**src/rtl/lgb_pkg.sv**
```systemverilog
`timescale 1ns / 1ps

package lgb_pkg;

  localparam int LINE_CAPACITY_DEF = 128;
  localparam int QUEUE_DEPTH       = 2;

  // request codes as they arrive on the input channel
  localparam logic [2:0] REQ_INSERT   = 3'd0;
  localparam logic [2:0] REQ_DEL_BACK = 3'd1;
  localparam logic [2:0] REQ_DEL_FWD  = 3'd2;
  localparam logic [2:0] REQ_MOVE     = 3'd3;
  localparam logic [2:0] REQ_READ     = 3'd4;
  localparam logic [2:0] REQ_CLEAR    = 3'd5;

  localparam logic [1:0] ST_DONE     = 2'd0;
  localparam logic [1:0] ST_IGNORED  = 2'd1;
  localparam logic [1:0] ST_CLAMPED  = 2'd2;
  localparam logic [1:0] ST_PAST_END = 2'd3;

  typedef enum logic [2:0] {
    OP_INSERT,
    OP_DEL_BACK,
    OP_DEL_FWD,
    OP_MOVE,
    OP_READ,
    OP_CLEAR,
    OP_BAD
  } op_e;

  typedef enum logic [2:0] {
    S_IDLE,
    S_RDWAIT,
    S_MOVE,
    S_EMIT
  } back_state_e;

  typedef struct packed {
    logic [2:0] req_type;
    logic [7:0] char_in;
    logic [7:0] move_count;
    logic       move_forward;
    logic [6:0] read_position;
  } req_t;

  typedef struct packed {
    logic [7:0] read_char;
    logic [1:0] status;
    logic [7:0] text_len;
    logic [7:0] cursor;
  } res_t;

  typedef struct packed {
    op_e        op;
    logic [7:0] char_in;
    logic [7:0] move_count;
    logic       move_forward;
    logic [6:0] read_position;
  } cmd_t;

endpackage

```
**src/rtl/line_gap_buffer.sv**
```systemverilog
`timescale 1ns / 1ps
// line_gap_buffer: one text line kept as a gap buffer around the cursor.
// Input channel in_valid_i / in_ready_o / in_i carries one request per beat:
// insert, delete back, delete forward, move gap, read or clear. Every request
// gives exactly one result beat on out_valid_o / out_ready_i / out_o with the
// read character, a status code, the line length and the cursor afterwards.
// Requests enter a two-entry queue, so up to two can be taken while the
// engine is busy. The engine handles one request at a time on a single
// character memory (one write and one registered read port):
//   insert, delete, clear, rejected requests: straight from idle to emit
//   read: one memory read, then a read-wait state, then emit
//   move by n characters: a move state, one character copied per cycle, then emit
// A finished result sits in an output register; if the receiver stalls, the
// engine holds its next result until the register empties, and the queue
// keeps taking requests until full.
// Reset empties the line (cursor 0, length 0) and drops queued requests;
// the character memory is not cleared and needs no clearing pass.
module line_gap_buffer
  import lgb_pkg::*;
#(
  parameter int LINE_CAPACITY = LINE_CAPACITY_DEF
) (
  input  logic clk_i,
  input  logic rst_ni,
  input  logic in_valid_i,
  output logic in_ready_o,
  input  req_t in_i,
  output logic out_valid_o,
  input  logic out_ready_i,
  output res_t out_o
);

  logic push_valid, push_ready;
  cmd_t push_cmd;
  logic pop_valid, pop_ready;
  cmd_t pop_cmd;

  lgb_front u_front (
    .in_valid_i   (in_valid_i),
    .in_ready_o   (in_ready_o),
    .in_i         (in_i),
    .push_valid_o (push_valid),
    .push_ready_i (push_ready),
    .push_o       (push_cmd)
  );

  lgb_queue u_queue (
    .clk_i        (clk_i),
    .rst_ni       (rst_ni),
    .push_valid_i (push_valid),
    .push_ready_o (push_ready),
    .push_i       (push_cmd),
    .pop_valid_o  (pop_valid),
    .pop_ready_i  (pop_ready),
    .pop_o        (pop_cmd)
  );

  lgb_back #(
    .LINE_CAPACITY (LINE_CAPACITY)
  ) u_back (
    .clk_i       (clk_i),
    .rst_ni      (rst_ni),
    .cmd_valid_i (pop_valid),
    .cmd_ready_o (pop_ready),
    .cmd_i       (pop_cmd),
    .out_valid_o (out_valid_o),
    .out_ready_i (out_ready_i),
    .out_o       (out_o)
  );

endmodule

```
**src/rtl/lgb_ram.sv**
```systemverilog
`timescale 1ns / 1ps

module lgb_ram #(
  parameter int WIDTH = 8,
  parameter int DEPTH = 128
) (
  input  logic                     clk_i,
  input  logic                     we_i,
  input  logic [$clog2(DEPTH)-1:0] waddr_i,
  input  logic [WIDTH-1:0]         wdata_i,
  input  logic                     re_i,
  input  logic [$clog2(DEPTH)-1:0] raddr_i,
  output logic [WIDTH-1:0]         rdata_o
);

  logic [WIDTH-1:0] mem_q [DEPTH];

  always_ff @(posedge clk_i) begin
    if (we_i) begin
      mem_q[waddr_i] <= wdata_i;
    end
    if (re_i) begin
      rdata_o <= mem_q[raddr_i];
    end
  end

endmodule

```
**src/rtl/lgb_front.sv**
```systemverilog
`timescale 1ns / 1ps

module lgb_front
  import lgb_pkg::*;
(
  input  logic in_valid_i,
  output logic in_ready_o,
  input  req_t in_i,
  output logic push_valid_o,
  input  logic push_ready_i,
  output cmd_t push_o
);

  op_e op;

  always_comb begin
    case (in_i.req_type)
      REQ_INSERT:   op = OP_INSERT;
      REQ_DEL_BACK: op = OP_DEL_BACK;
      REQ_DEL_FWD:  op = OP_DEL_FWD;
      REQ_MOVE:     op = OP_MOVE;
      REQ_READ:     op = OP_READ;
      REQ_CLEAR:    op = OP_CLEAR;
      default:      op = OP_BAD;
    endcase
  end

  assign push_o.op            = op;
  assign push_o.char_in       = in_i.char_in;
  assign push_o.move_count    = in_i.move_count;
  assign push_o.move_forward  = in_i.move_forward;
  assign push_o.read_position = in_i.read_position;

  assign push_valid_o = in_valid_i;
  assign in_ready_o   = push_ready_i;

endmodule

```
**src/rtl/lgb_queue.sv**
```systemverilog
`timescale 1ns / 1ps

module lgb_queue
  import lgb_pkg::*;
(
  input  logic clk_i,
  input  logic rst_ni,
  input  logic push_valid_i,
  output logic push_ready_o,
  input  cmd_t push_i,
  output logic pop_valid_o,
  input  logic pop_ready_i,
  output cmd_t pop_o
);

  localparam int PW = $clog2(QUEUE_DEPTH);

  cmd_t            buf_q [QUEUE_DEPTH];
  logic [PW-1:0]   wr_ptr_q, wr_ptr_d;
  logic [PW-1:0]   rd_ptr_q, rd_ptr_d;
  logic [PW:0]     cnt_q, cnt_d;
  logic            push, pop;

  assign push_ready_o = (cnt_q != (PW+1)'(QUEUE_DEPTH));
  assign pop_valid_o  = (cnt_q != '0);
  assign pop_o        = buf_q[rd_ptr_q];
  assign push         = push_valid_i && push_ready_o;
  assign pop          = pop_valid_o && pop_ready_i;

  always_comb begin
    wr_ptr_d = wr_ptr_q;
    rd_ptr_d = rd_ptr_q;
    cnt_d    = cnt_q;
    if (push) begin
      wr_ptr_d = (wr_ptr_q == PW'(QUEUE_DEPTH - 1)) ? '0 : wr_ptr_q + 1'b1;
    end
    if (pop) begin
      rd_ptr_d = (rd_ptr_q == PW'(QUEUE_DEPTH - 1)) ? '0 : rd_ptr_q + 1'b1;
    end
    case ({push, pop})
      2'b10:   cnt_d = cnt_q + 1'b1;
      2'b01:   cnt_d = cnt_q - 1'b1;
      default: cnt_d = cnt_q;
    endcase
  end

  always_ff @(posedge clk_i or negedge rst_ni) begin
    if (!rst_ni) begin
      wr_ptr_q <= '0;
      rd_ptr_q <= '0;
      cnt_q    <= '0;
    end else begin
      wr_ptr_q <= wr_ptr_d;
      rd_ptr_q <= rd_ptr_d;
      cnt_q    <= cnt_d;
    end
  end

  always_ff @(posedge clk_i) begin
    if (push) begin
      buf_q[wr_ptr_q] <= push_i;
    end
  end

endmodule

```
**src/rtl/lgb_back.sv**
```systemverilog
`timescale 1ns / 1ps

module lgb_back
  import lgb_pkg::*;
#(
  parameter int LINE_CAPACITY = LINE_CAPACITY_DEF
) (
  input  logic clk_i,
  input  logic rst_ni,
  input  logic cmd_valid_i,
  output logic cmd_ready_o,
  input  cmd_t cmd_i,
  output logic out_valid_o,
  input  logic out_ready_i,
  output res_t out_o
);

  localparam int         AW  = $clog2(LINE_CAPACITY);
  localparam logic [7:0] CAP = 8'(LINE_CAPACITY);

  back_state_e state_q, state_d;

  logic [7:0] gf_q, gf_d;
  logic [7:0] gp_q, gp_d;
  logic [7:0] src_q, src_d;
  logic [7:0] dst_q, dst_d;
  logic [7:0] left_q, left_d;
  logic [7:0] n_q, n_d;
  logic       fwd_q, fwd_d;
  logic       pend_q, pend_d;
  logic [7:0] rd_char_q, rd_char_d;
  logic [1:0] status_q, status_d;
  logic       out_valid_q, out_valid_d;
  res_t       out_q, out_d;

  logic          we, re;
  logic [AW-1:0] waddr, raddr;
  logic [7:0]    wdata, rdata;

  logic [7:0] len, avail, n_mv, idx;
  logic       slot_free;

  lgb_ram #(
    .WIDTH (8),
    .DEPTH (LINE_CAPACITY)
  ) u_ram (
    .clk_i   (clk_i),
    .we_i    (we),
    .waddr_i (waddr),
    .wdata_i (wdata),
    .re_i    (re),
    .raddr_i (raddr),
    .rdata_o (rdata)
  );

  assign len       = CAP - (gp_q - gf_q);
  assign avail     = cmd_i.move_forward ? (CAP - gp_q) : gf_q;
  assign n_mv      = (cmd_i.move_count > avail) ? avail : cmd_i.move_count;
  assign idx       = ({1'b0, cmd_i.read_position} < gf_q) ? {1'b0, cmd_i.read_position}
                   : {1'b0, cmd_i.read_position} + (gp_q - gf_q);
  assign slot_free = !out_valid_q || out_ready_i;

  always_comb begin
    state_d     = state_q;
    gf_d        = gf_q;
    gp_d        = gp_q;
    src_d       = src_q;
    dst_d       = dst_q;
    left_d      = left_q;
    n_d         = n_q;
    fwd_d       = fwd_q;
    pend_d      = 1'b0;
    rd_char_d   = rd_char_q;
    status_d    = status_q;
    out_valid_d = out_valid_q && !out_ready_i;
    out_d       = out_q;
    cmd_ready_o = 1'b0;
    we          = 1'b0;
    waddr       = gf_q[AW-1:0];
    wdata       = cmd_i.char_in;
    re          = 1'b0;
    raddr       = idx[AW-1:0];

    case (state_q)
      S_IDLE: begin
        if (cmd_valid_i) begin
          cmd_ready_o = 1'b1;
          rd_char_d   = '0;
          status_d    = ST_DONE;
          state_d     = S_EMIT;
          case (cmd_i.op)
            OP_INSERT: begin
              if (gf_q < gp_q) begin
                we   = 1'b1;
                gf_d = gf_q + 1'b1;
              end else begin
                status_d = ST_IGNORED;
              end
            end
            OP_DEL_BACK: begin
              if (gf_q != '0) gf_d = gf_q - 1'b1;
              else status_d = ST_IGNORED;
            end
            OP_DEL_FWD: begin
              if (gp_q < CAP) gp_d = gp_q + 1'b1;
              else status_d = ST_IGNORED;
            end
            OP_MOVE: begin
              if (cmd_i.move_count > avail) status_d = ST_CLAMPED;
              n_d    = n_mv;
              left_d = n_mv;
              fwd_d  = cmd_i.move_forward;
              src_d  = cmd_i.move_forward ? gp_q : gf_q - 1'b1;
              dst_d  = cmd_i.move_forward ? gf_q : gp_q - 1'b1;
              if (n_mv != '0) state_d = S_MOVE;
            end
            OP_READ: begin
              if ({1'b0, cmd_i.read_position} >= len) begin
                status_d = ST_PAST_END;
              end else begin
                re      = 1'b1;
                state_d = S_RDWAIT;
              end
            end
            OP_CLEAR: begin
              gf_d = '0;
              gp_d = CAP;
            end
            default: status_d = ST_IGNORED;
          endcase
        end
      end
      S_RDWAIT: begin
        rd_char_d = rdata;
        state_d   = S_EMIT;
      end
      S_MOVE: begin
        // read one character ahead, write the one fetched last cycle
        raddr = src_q[AW-1:0];
        waddr = dst_q[AW-1:0];
        wdata = rdata;
        if (left_q != '0) begin
          re     = 1'b1;
          pend_d = 1'b1;
          left_d = left_q - 1'b1;
          src_d  = fwd_q ? src_q + 1'b1 : src_q - 1'b1;
        end
        if (pend_q) begin
          we    = 1'b1;
          dst_d = fwd_q ? dst_q + 1'b1 : dst_q - 1'b1;
        end
        if (left_q == '0 && !pend_q) begin
          gf_d    = fwd_q ? gf_q + n_q : gf_q - n_q;
          gp_d    = fwd_q ? gp_q + n_q : gp_q - n_q;
          state_d = S_EMIT;
        end
      end
      S_EMIT: begin
        if (slot_free) begin
          out_valid_d       = 1'b1;
          out_d.read_char   = rd_char_q;
          out_d.status      = status_q;
          out_d.text_len    = len;
          out_d.cursor      = gf_q;
          state_d           = S_IDLE;
        end
      end
      default: state_d = S_IDLE;
    endcase
  end

  always_ff @(posedge clk_i or negedge rst_ni) begin
    if (!rst_ni) begin
      state_q <= S_IDLE;
    end else begin
      state_q <= state_d;
    end
  end

  always_ff @(posedge clk_i or negedge rst_ni) begin
    if (!rst_ni) begin
      gf_q        <= '0;
      gp_q        <= CAP;
      left_q      <= '0;
      pend_q      <= 1'b0;
      out_valid_q <= 1'b0;
    end else begin
      gf_q        <= gf_d;
      gp_q        <= gp_d;
      left_q      <= left_d;
      pend_q      <= pend_d;
      out_valid_q <= out_valid_d;
    end
  end

  always_ff @(posedge clk_i) begin
    src_q     <= src_d;
    dst_q     <= dst_d;
    n_q       <= n_d;
    fwd_q     <= fwd_d;
    rd_char_q <= rd_char_d;
    status_q  <= status_d;
    out_q     <= out_d;
  end

  assign out_valid_o = out_valid_q;
  assign out_o       = out_q;

endmodule

```
**config.mk**
```make
export PLATFORM = sky130hd
export DESIGN_NAME = line_gap_buffer
export DESIGN_NICKNAME = d
export VERILOG_FILES = /design/src/rtl/lgb_pkg.sv /design/src/rtl/line_gap_buffer.sv /design/src/rtl/lgb_ram.sv /design/src/rtl/lgb_front.sv /design/src/rtl/lgb_queue.sv /design/src/rtl/lgb_back.sv
export SDC_FILE = /design/constraint.sdc
export NUM_CORES = 1
export LEC_CHECK = 0
export BUFFER_PORTS_ARGS = -buffer_cell sky130_fd_sc_hd__buf_2
export CAP_MARGIN = 0
export CORE_MARGIN = 10
export CORE_UTILIZATION = 55
export DETAILED_ROUTE_END_ITERATION = 10
export GPL_TIMING_DRIVEN = 0
export MAX_ROUTING_LAYER = met4
export PLACE_DENSITY = 0.71
export SYNTH_ARGS = -nofsm -noshare
export SYNTH_HDL_FRONTEND = slang
export SYNTH_SLANG_ARGS = --single-unit
```
**constraint.sdc**
```tcl
create_clock -name clk_i -period 12.9 [get_ports clk_i]
set_clock_uncertainty 0.15 [all_clocks]
set_input_delay 1.935 -clock clk_i [delete_from_list [all_inputs] [get_ports clk_i]]
set_output_delay 1.935 -clock clk_i [all_outputs]
set_load 0.05 [all_outputs]
```
---- Yosys cells after proc, flatten, opt, wreduce, memory -nomap -nowiden ----
Memory sizes are Yosys's and may differ from the RTL's. A register that Yosys moved wholly into a read port is not among the register bits.
Index checks and enable logic that the tools add are counted.
W data, S select, Z words.
operators by class
  $add $sub $neg .......................... 21
  order comparisons ....................... 5
  equal/unequal tests ..................... 27
  muxes and demuxes ....................... 73
  reduce and logical (&&, ||, !) cells .... 28
operators with widths
  kind                   number
  $mux W8                26
  $pmux W8 S2            7
  $sub A8 B1 Y8 const B  5
  $add A8 B1 Y8 const B  4
  $pmux W8 S3            1
  $reduce_bool A8 Y1     3
  $sub A8 B8 Y8          3
  $mux W1                23
  $mux W7                3
  $eq A3 B2 Y1 const B   6
  $pmux W3 S6            1
  $add A8 B8 Y8          2
  $sub A8 B8 Y8 const A  2
  $eq A3 B3 Y1 const B   4
  $pmux W2 S6            1
  $pmux W3 S4            1
  $eq A3 B1 Y1 const B   3
  $logic_not A3 Y1       3
  $mux W3                3
  $ne A3 B2 Y1 const B   3
  $ge A7 B8 Y1           1
  $gt A8 B8 Y1           1
  $logic_not A8 Y1       1
  $lt A7 B8 Y1           1
  other kinds (25)       46
storage, ports and cells
  flip-flop bits (word level) ............. 94
  memory bits (writable) .................. 1078
  input bits .............................. 31
  output and inout port bits .............. 28
  memories ................................ 2
memories
  memory              depth  bits a word  rd ports  clocked after Yosys merged registers in  wr ports  line             source
  u_back.u_ram.mem_q  128    8            1         1                                        1         lgb_ram.sv:16    logic [WIDTH-1:0] mem_q [DEPTH];
  u_queue.buf_q       2      27           1         0                                        1         lgb_queue.sv:18  cmd_t buf_q [QUEUE_DEPTH];

---- Logic depth before layout (Yosys ltp) ----
  depth after elaboration ................. 9
  mapped depth ............................ 20
  mapped depth without buffers ............ 17

---- By module ----
Synthesis repeated with hierarchy kept, for this count alone.
second synthesis, totals
  cells, all modules ...................... 2547
  area, all modules ....................... 49354.8 um2
modules (own cells, without submodules)
  module     times used  cells an instance  area each (um2)  seq. area each (um2)
  lgb_ram    1           1635               39745.6          30989.7
  lgb_back   1           782                7240.7           2473.6
  lgb_queue  1           101                2158.3           1721.7
  lgb_front  1           29                 210.2            0.0

---- Least setup slack after synthesis ----
OpenSTA, ideal clock, no wires.
  path type ............................... flip-flop to flip-flop
  start point ............................. register u_back.state_q[0]
  end point ............................... memory u_back.u_ram.mem_q[0][7], data pin
  setup time .............................. 1.197 ns
  data arrival time ....................... 6.710 ns
  data required time ...................... 11.553 ns
  setup slack ............................. 4.843 ns
  stages on the path, launching flop included .. 9
  period minus slack after synthesis ...... 8.057 ns
  cells stage by stage .................... dfrtp_1 inv_1 ha_1 clkbuf_1 buf_1 clkbuf_1 buf_1 clkbuf_1 o21ai_0
on the way
  longest elaborated chain between the ends .. 2
ends and longest elaborated chain
  item                         line             source
  from (decl)                  lgb_back.sv:21   back_state_e state_q, state_d;
  from (signal assigned)       lgb_back.sv:176  state_q <= state_d;
  $eq A3 B2 Y1                 lgb_back.sv:84   case (state_q)
  $mux W8                      lgb_back.sv:84
  via u_back.u_ram.wdata_i[7]  lgb_ram.sv:10    input logic [WIDTH-1:0] wdata_i,
  to (decl)                    lgb_ram.sv:16
The timed path passes the listed nets, and every way through them passes these cells.

---- Worst setup path in the final report ----
  start point ............................. register u_back.gf_q[1]
  end point ............................... register u_back.u_ram.rdata_o[4] (read register of u_back.u_ram.mem_q), data pin
on the way
  longest elaborated chain between the ends .. 7
  elaborated cells between the ends (all ways) .. 11
  classes of those cells .................. 3 x add/sub; 2 x order compare; 6 x mux
ends and longest elaborated chain
  item                        line             source
  from (decl)                 lgb_back.sv:23   logic [7:0] gf_q, gf_d;
  from (signal assigned)      lgb_back.sv:188  gf_q <= gf_d;
  $sub A8 B8 Y8 (2 in a row)  lgb_back.sv:56   assign len = CAP - (gp_q - gf_q);
  $ge A7 B8 Y1                lgb_back.sv:118  if ({1'b0, cmd_i.read_position} >= len) begin
  $mux W1                     lgb_back.sv:118
  $mux W1                     lgb_back.sv:91   case (cmd_i.op)
  $mux W1                     lgb_back.sv:86   if (cmd_valid_i) begin
  $pmux W1 S2                 lgb_back.sv:84
  to (decl)                   lgb_ram.sv:13    output logic [WIDTH-1:0] rdata_o
Several ways; a longest one is shown, not always the timed one.
A chain may end at the register's enable or synchronous reset.

==> impl_summary.txt <==
----------------------------------------------------
[STA]
  Pins over their slew limit ... 21
  Max Clock Freq ... 129 MHz
  Share of the cycle needed by the critical path after routing ... 60.1%
  Worst Tran Pin Value ... 1.57 ns
  Setup tns final ... 0 ns
  Post-layout min period ... 7.75 ns
  Relative slew slack ... -5.61%
  RSZ-0062 raised after global routing ... false
  Final setup violation count ... 0
  Total count of hold-check failures in the final report ... 0

[Detailed routing]
  TritonRoute pass-1 iters ... 7
  Overall via count from detail_route ... 33.6k
  WL/cell ... 29.5 um
  Remaining routing DRC violations ... 0
  DRC violation total after the first TritonRoute iteration ... 5,458
  Vias per inst ... 6.54
  WL final ... 152,000 um
  Post-DRT Antenna Nets ... 0

[Yosys]
  Post-synthesis compound-gate area fraction ... 6.97%
  Main combinational cell family by area after synthesis ... simple AND/OR/NAND/NOR gates
  Adder and majority cell fraction of the synthesized area ... 2.09%
  Sequential element share of the synthesized area ... 70.3%
  Number of distinct library cell variants in the gate-level netlist after synthesis ... 76
  Net count of the mapped netlist ... 3,774
  Cell count after synthesis ... 3,663
  Async set-or-reset flop fraction in the synthesized netlist ... 2.72%
  Per-instance average area after synthesis ... 13.7 sq um
  Xor and xnor fraction of the mapped netlist area ... 1.10%
  Most used flip-flop cell after synthesis ... sky130_fd_sc_hd__edfxtp_1
  Number of warnings reported in the yosys synthesis log ... 0
  Count of flip-flops with a built-in enable after synthesis ... 1,145
  Share of synthesized area spent on multiplexers ... 4.86%
  Synth Area in Simple Gates ... 12.2%
  Synth Cell Area ... 0.0501 sq mm
  Post-synthesis register bit count ... 1,177

[Clock tree]
  Register clock-pin slew on the reported worst setup and hold paths ... 0.06 ns
  Post-CTS Setup Inserts ... 0
  Clock buffer count from CTS ... 114
  # H-tree levels ... 3
  Maximum clock insertion buffer count ... 3
  Root buf cell ... sky130_fd_sc_hd__clkbuf_16
  Sinks on Clock Net ... 1,177
  Hold-fix buffers, CTS ... 0
  Number of instances resized during post-cts repair ... 0
  Worst skew pair latency ... 0.71 ns
  TritonCTS clock tree ... built

[Hold path]
  Type of the tightest min-delay check ... reg -> reg

[Floorplanning]
  Die X-Extent ... 322 um
  Starting density of the core ... 55.5%
  Total Die Area ... 0.103 sq mm
  Std cell rows ... 110
  Height of the die ... 322 um
  Count of pins on the block boundary ... 59
  Core Area ... 0.0901 sq mm

[Final layout]
  Fraction of layout cells with a size suffix above 1 ... 11.5%
  Fillers ... 6,620
  Top library cells by usage in the layout, fill and taps aside ... sky130_fd_sc_hd__edfxtp_1 (1,145), sky130_fd_sc_hd__nand2_1 (711), sky130_fd_sc_hd__nand3_1 (338)
  Area Overhead vs Synth ... 12.3%
  Most frequent standard cell in the layout excluding fill and tap cells ... sky130_fd_sc_hd__edfxtp_1
  Final net count ... 3,975

[Placement]
  GP Congestion ... 0.989
  DP HPWL ... 106,000 um
  Count of input and output buffers ... 58

[GRT]
  Number of global-route vias before repair ... 31.6k
  Maximum number of pins on one net before global-route repair ... 45
  Sum of overflow across all layers after global routing ... 0
  First-pass GRT wire length ... 217,000 um
  Initial antenna violation count ... 6
  Gr usage total ... 29.7%

[Outcome]
  Violations in the final reports ... capacitance limit, slew limit
  Run status ... complete, but fails checks

[Critical path]
  Largest fanout on the critical path ... 10
  Crit. End Element ... flop
  Category of the most critical setup path ... reg -> reg
  Required @ worst endpoint ... 13.28 ns
  Startpoint class of the critical path ... flop
  Arrival time worst endpoint ... 8.13 ns

[Job]
  Number of maximum-capacitance constraint violations ... 4

----------------------------------------------------
## path summary, 6_finish.rpt
check                                    startpoint                      end  slack [ns]  depth (start not counted)
worst max-delay path                 u_back.gf_q[1]  u_back.u_ram.rdata_o[4]        5.15                         19
worst min-delay path            u_back.rd_char_q[4]         u_back.out_o[22]        0.27                          0
worst max register to register       u_back.gf_q[1]  u_back.u_ram.rdata_o[4]        5.15                         19
worst min register to register  u_back.rd_char_q[4]         u_back.out_o[22]        0.27                          0
max in group asynchronous                    rst_ni         u_back.left_q[3]       10.89                          1
min in group asynchronous                    rst_ni         u_queue.wr_ptr_q        1.16                          1
## flip-flops by register name, indices dropped and copies added (netlist names)
signal,flops
u_back.state_q,2
u_back.fwd_q,1
u_back.u_ram.rdata_o,8
u_queue.cnt_q,2
u_back.rd_char_q,8
u_queue.rd_ptr_q,1
u_back.out_o,26
u_back.n_q,8
u_back.u_ram.mem_q,1024
u_back.gf_q,8
u_queue.wr_ptr_q,1
u_back.left_q,8
u_back.pend_q,1
u_back.status_q,2
u_back.dst_q,7
u_queue.buf_q,54
u_back.gp_q,8
u_back.src_q,7
u_back.out_valid_o,1
## worst max-delay path: stages (launching register included)
cell and delay, ns:
sky130_fd_sc_hd__dfrtp_1 0.69, sky130_fd_sc_hd__inv_1 0.34, sky130_fd_sc_hd__ha_1 0.38, sky130_fd_sc_hd__nor2b_1 0.13, sky130_fd_sc_hd__o21ai_0 0.19, sky130_fd_sc_hd__a21boi_0 0.16
sky130_fd_sc_hd__nor2_1 0.33, sky130_fd_sc_hd__ha_1 0.31, sky130_fd_sc_hd__inv_1 0.11, sky130_fd_sc_hd__xnor2_1 0.18, sky130_fd_sc_hd__nor2_1 0.11, sky130_fd_sc_hd__o31a_1 0.28
sky130_fd_sc_hd__clkbuf_1 0.30, sky130_fd_sc_hd__nor2_1 0.95, sky130_fd_sc_hd__clkbuf_1 0.95, sky130_fd_sc_hd__nand3_1 0.44, sky130_fd_sc_hd__a211oi_1 0.33, sky130_fd_sc_hd__nor4_1 0.10
sky130_fd_sc_hd__a21boi_0 0.75, sky130_fd_sc_hd__or4_1 0.34
## metrics by stage
step	hold slack [ns]	area, sq um	setup slack, ns	std cells	utilization, %
6_report	0.268	56200	5.15	5140	62.4
5_1_grt	0.280	56200	5.19	5139	62.4
4_1_cts	0.268	56200	5.49	5133	62.3
3_5_place_dp	0.255	52500	5.50	4923	58.2
3_3_place_gp	0.255	51800	-3.22	4897	57.5
2_1_floorplan	0.250	50100	4.84	3663	-
## Yosys cell counts, types with 21 or more instances
library cell               instances  share of area (%)
sky130_fd_sc_hd__nand4_1          27               0.34
sky130_fd_sc_hd__a221oi_1         37               0.65
sky130_fd_sc_hd__mux4_2           64                2.9
sky130_fd_sc_hd__a21oi_1         127                1.3
sky130_fd_sc_hd__xnor2_1          41               0.72
sky130_fd_sc_hd__buf_1            22               0.16
sky130_fd_sc_hd__dfrtp_1          31                1.5
sky130_fd_sc_hd__buf_2            72               0.72
sky130_fd_sc_hd__buf_4            21               0.31
sky130_fd_sc_hd__nand3_1         338                3.4
sky130_fd_sc_hd__a31oi_1          31               0.39
sky130_fd_sc_hd__inv_1            61               0.46
sky130_fd_sc_hd__mux2i_1          88                1.8
sky130_fd_sc_hd__clkbuf_1         88               0.66
sky130_fd_sc_hd__nor2_1          195                1.5
sky130_fd_sc_hd__ha_1             74                1.8
sky130_fd_sc_hd__o21ai_0          79               0.79
sky130_fd_sc_hd__nand2_1         711                5.3
sky130_fd_sc_hd__and3_1           44               0.55
sky130_fd_sc_hd__a21o_1           37               0.55
sky130_fd_sc_hd__edfxtp_1       1145                 69
## area by class of cell
cell class                 instances  area (sq um)  area share (%)
inverter                          61           229           0.407
sequential                      1177         35200            62.6
clock inverter                    71           703            1.25
buffer                           211          1020            1.82
multi-input combinational       2214         13800            24.5
clock buffer                     139          2990            5.31
antenna                            6          15.0          0.0267
timing repair buffer              85           853            1.52
tap                             1176          1470            2.62
## cells by family (layout without fill, tap and decap cells)
| kind of cell | count (synthesis) | in the layout |
|---|---|---|
| buffers and inverters | 272 | 567 |
| and+or+nand+nor | 1404 | 1404 |
| other | 0 | 6 |
| muxes | 162 | 162 |
| AOI/OAI and AO/OA | 507 | 507 |
| adders and majority gates | 80 | 80 |
| xor gates and xnor gates | 61 | 61 |
| DFF | 1177 | 1177 |
## layer usage
metal | up-vias | share of wire (%) | GRT usage, %
met5 | - | 0 | -
met4 | 0 | 5.3 | 13.4
met3 | 486 | 13 | 7.75
met2 | 2393 | 45 | 44.2
met1 | 16500 | 37 | 38.4
li1 | 14200 | - | -
Power is left out: the tool's default activity adds up to more than one toggle a clock period on the data nets, which glitch-free logic cannot reach.
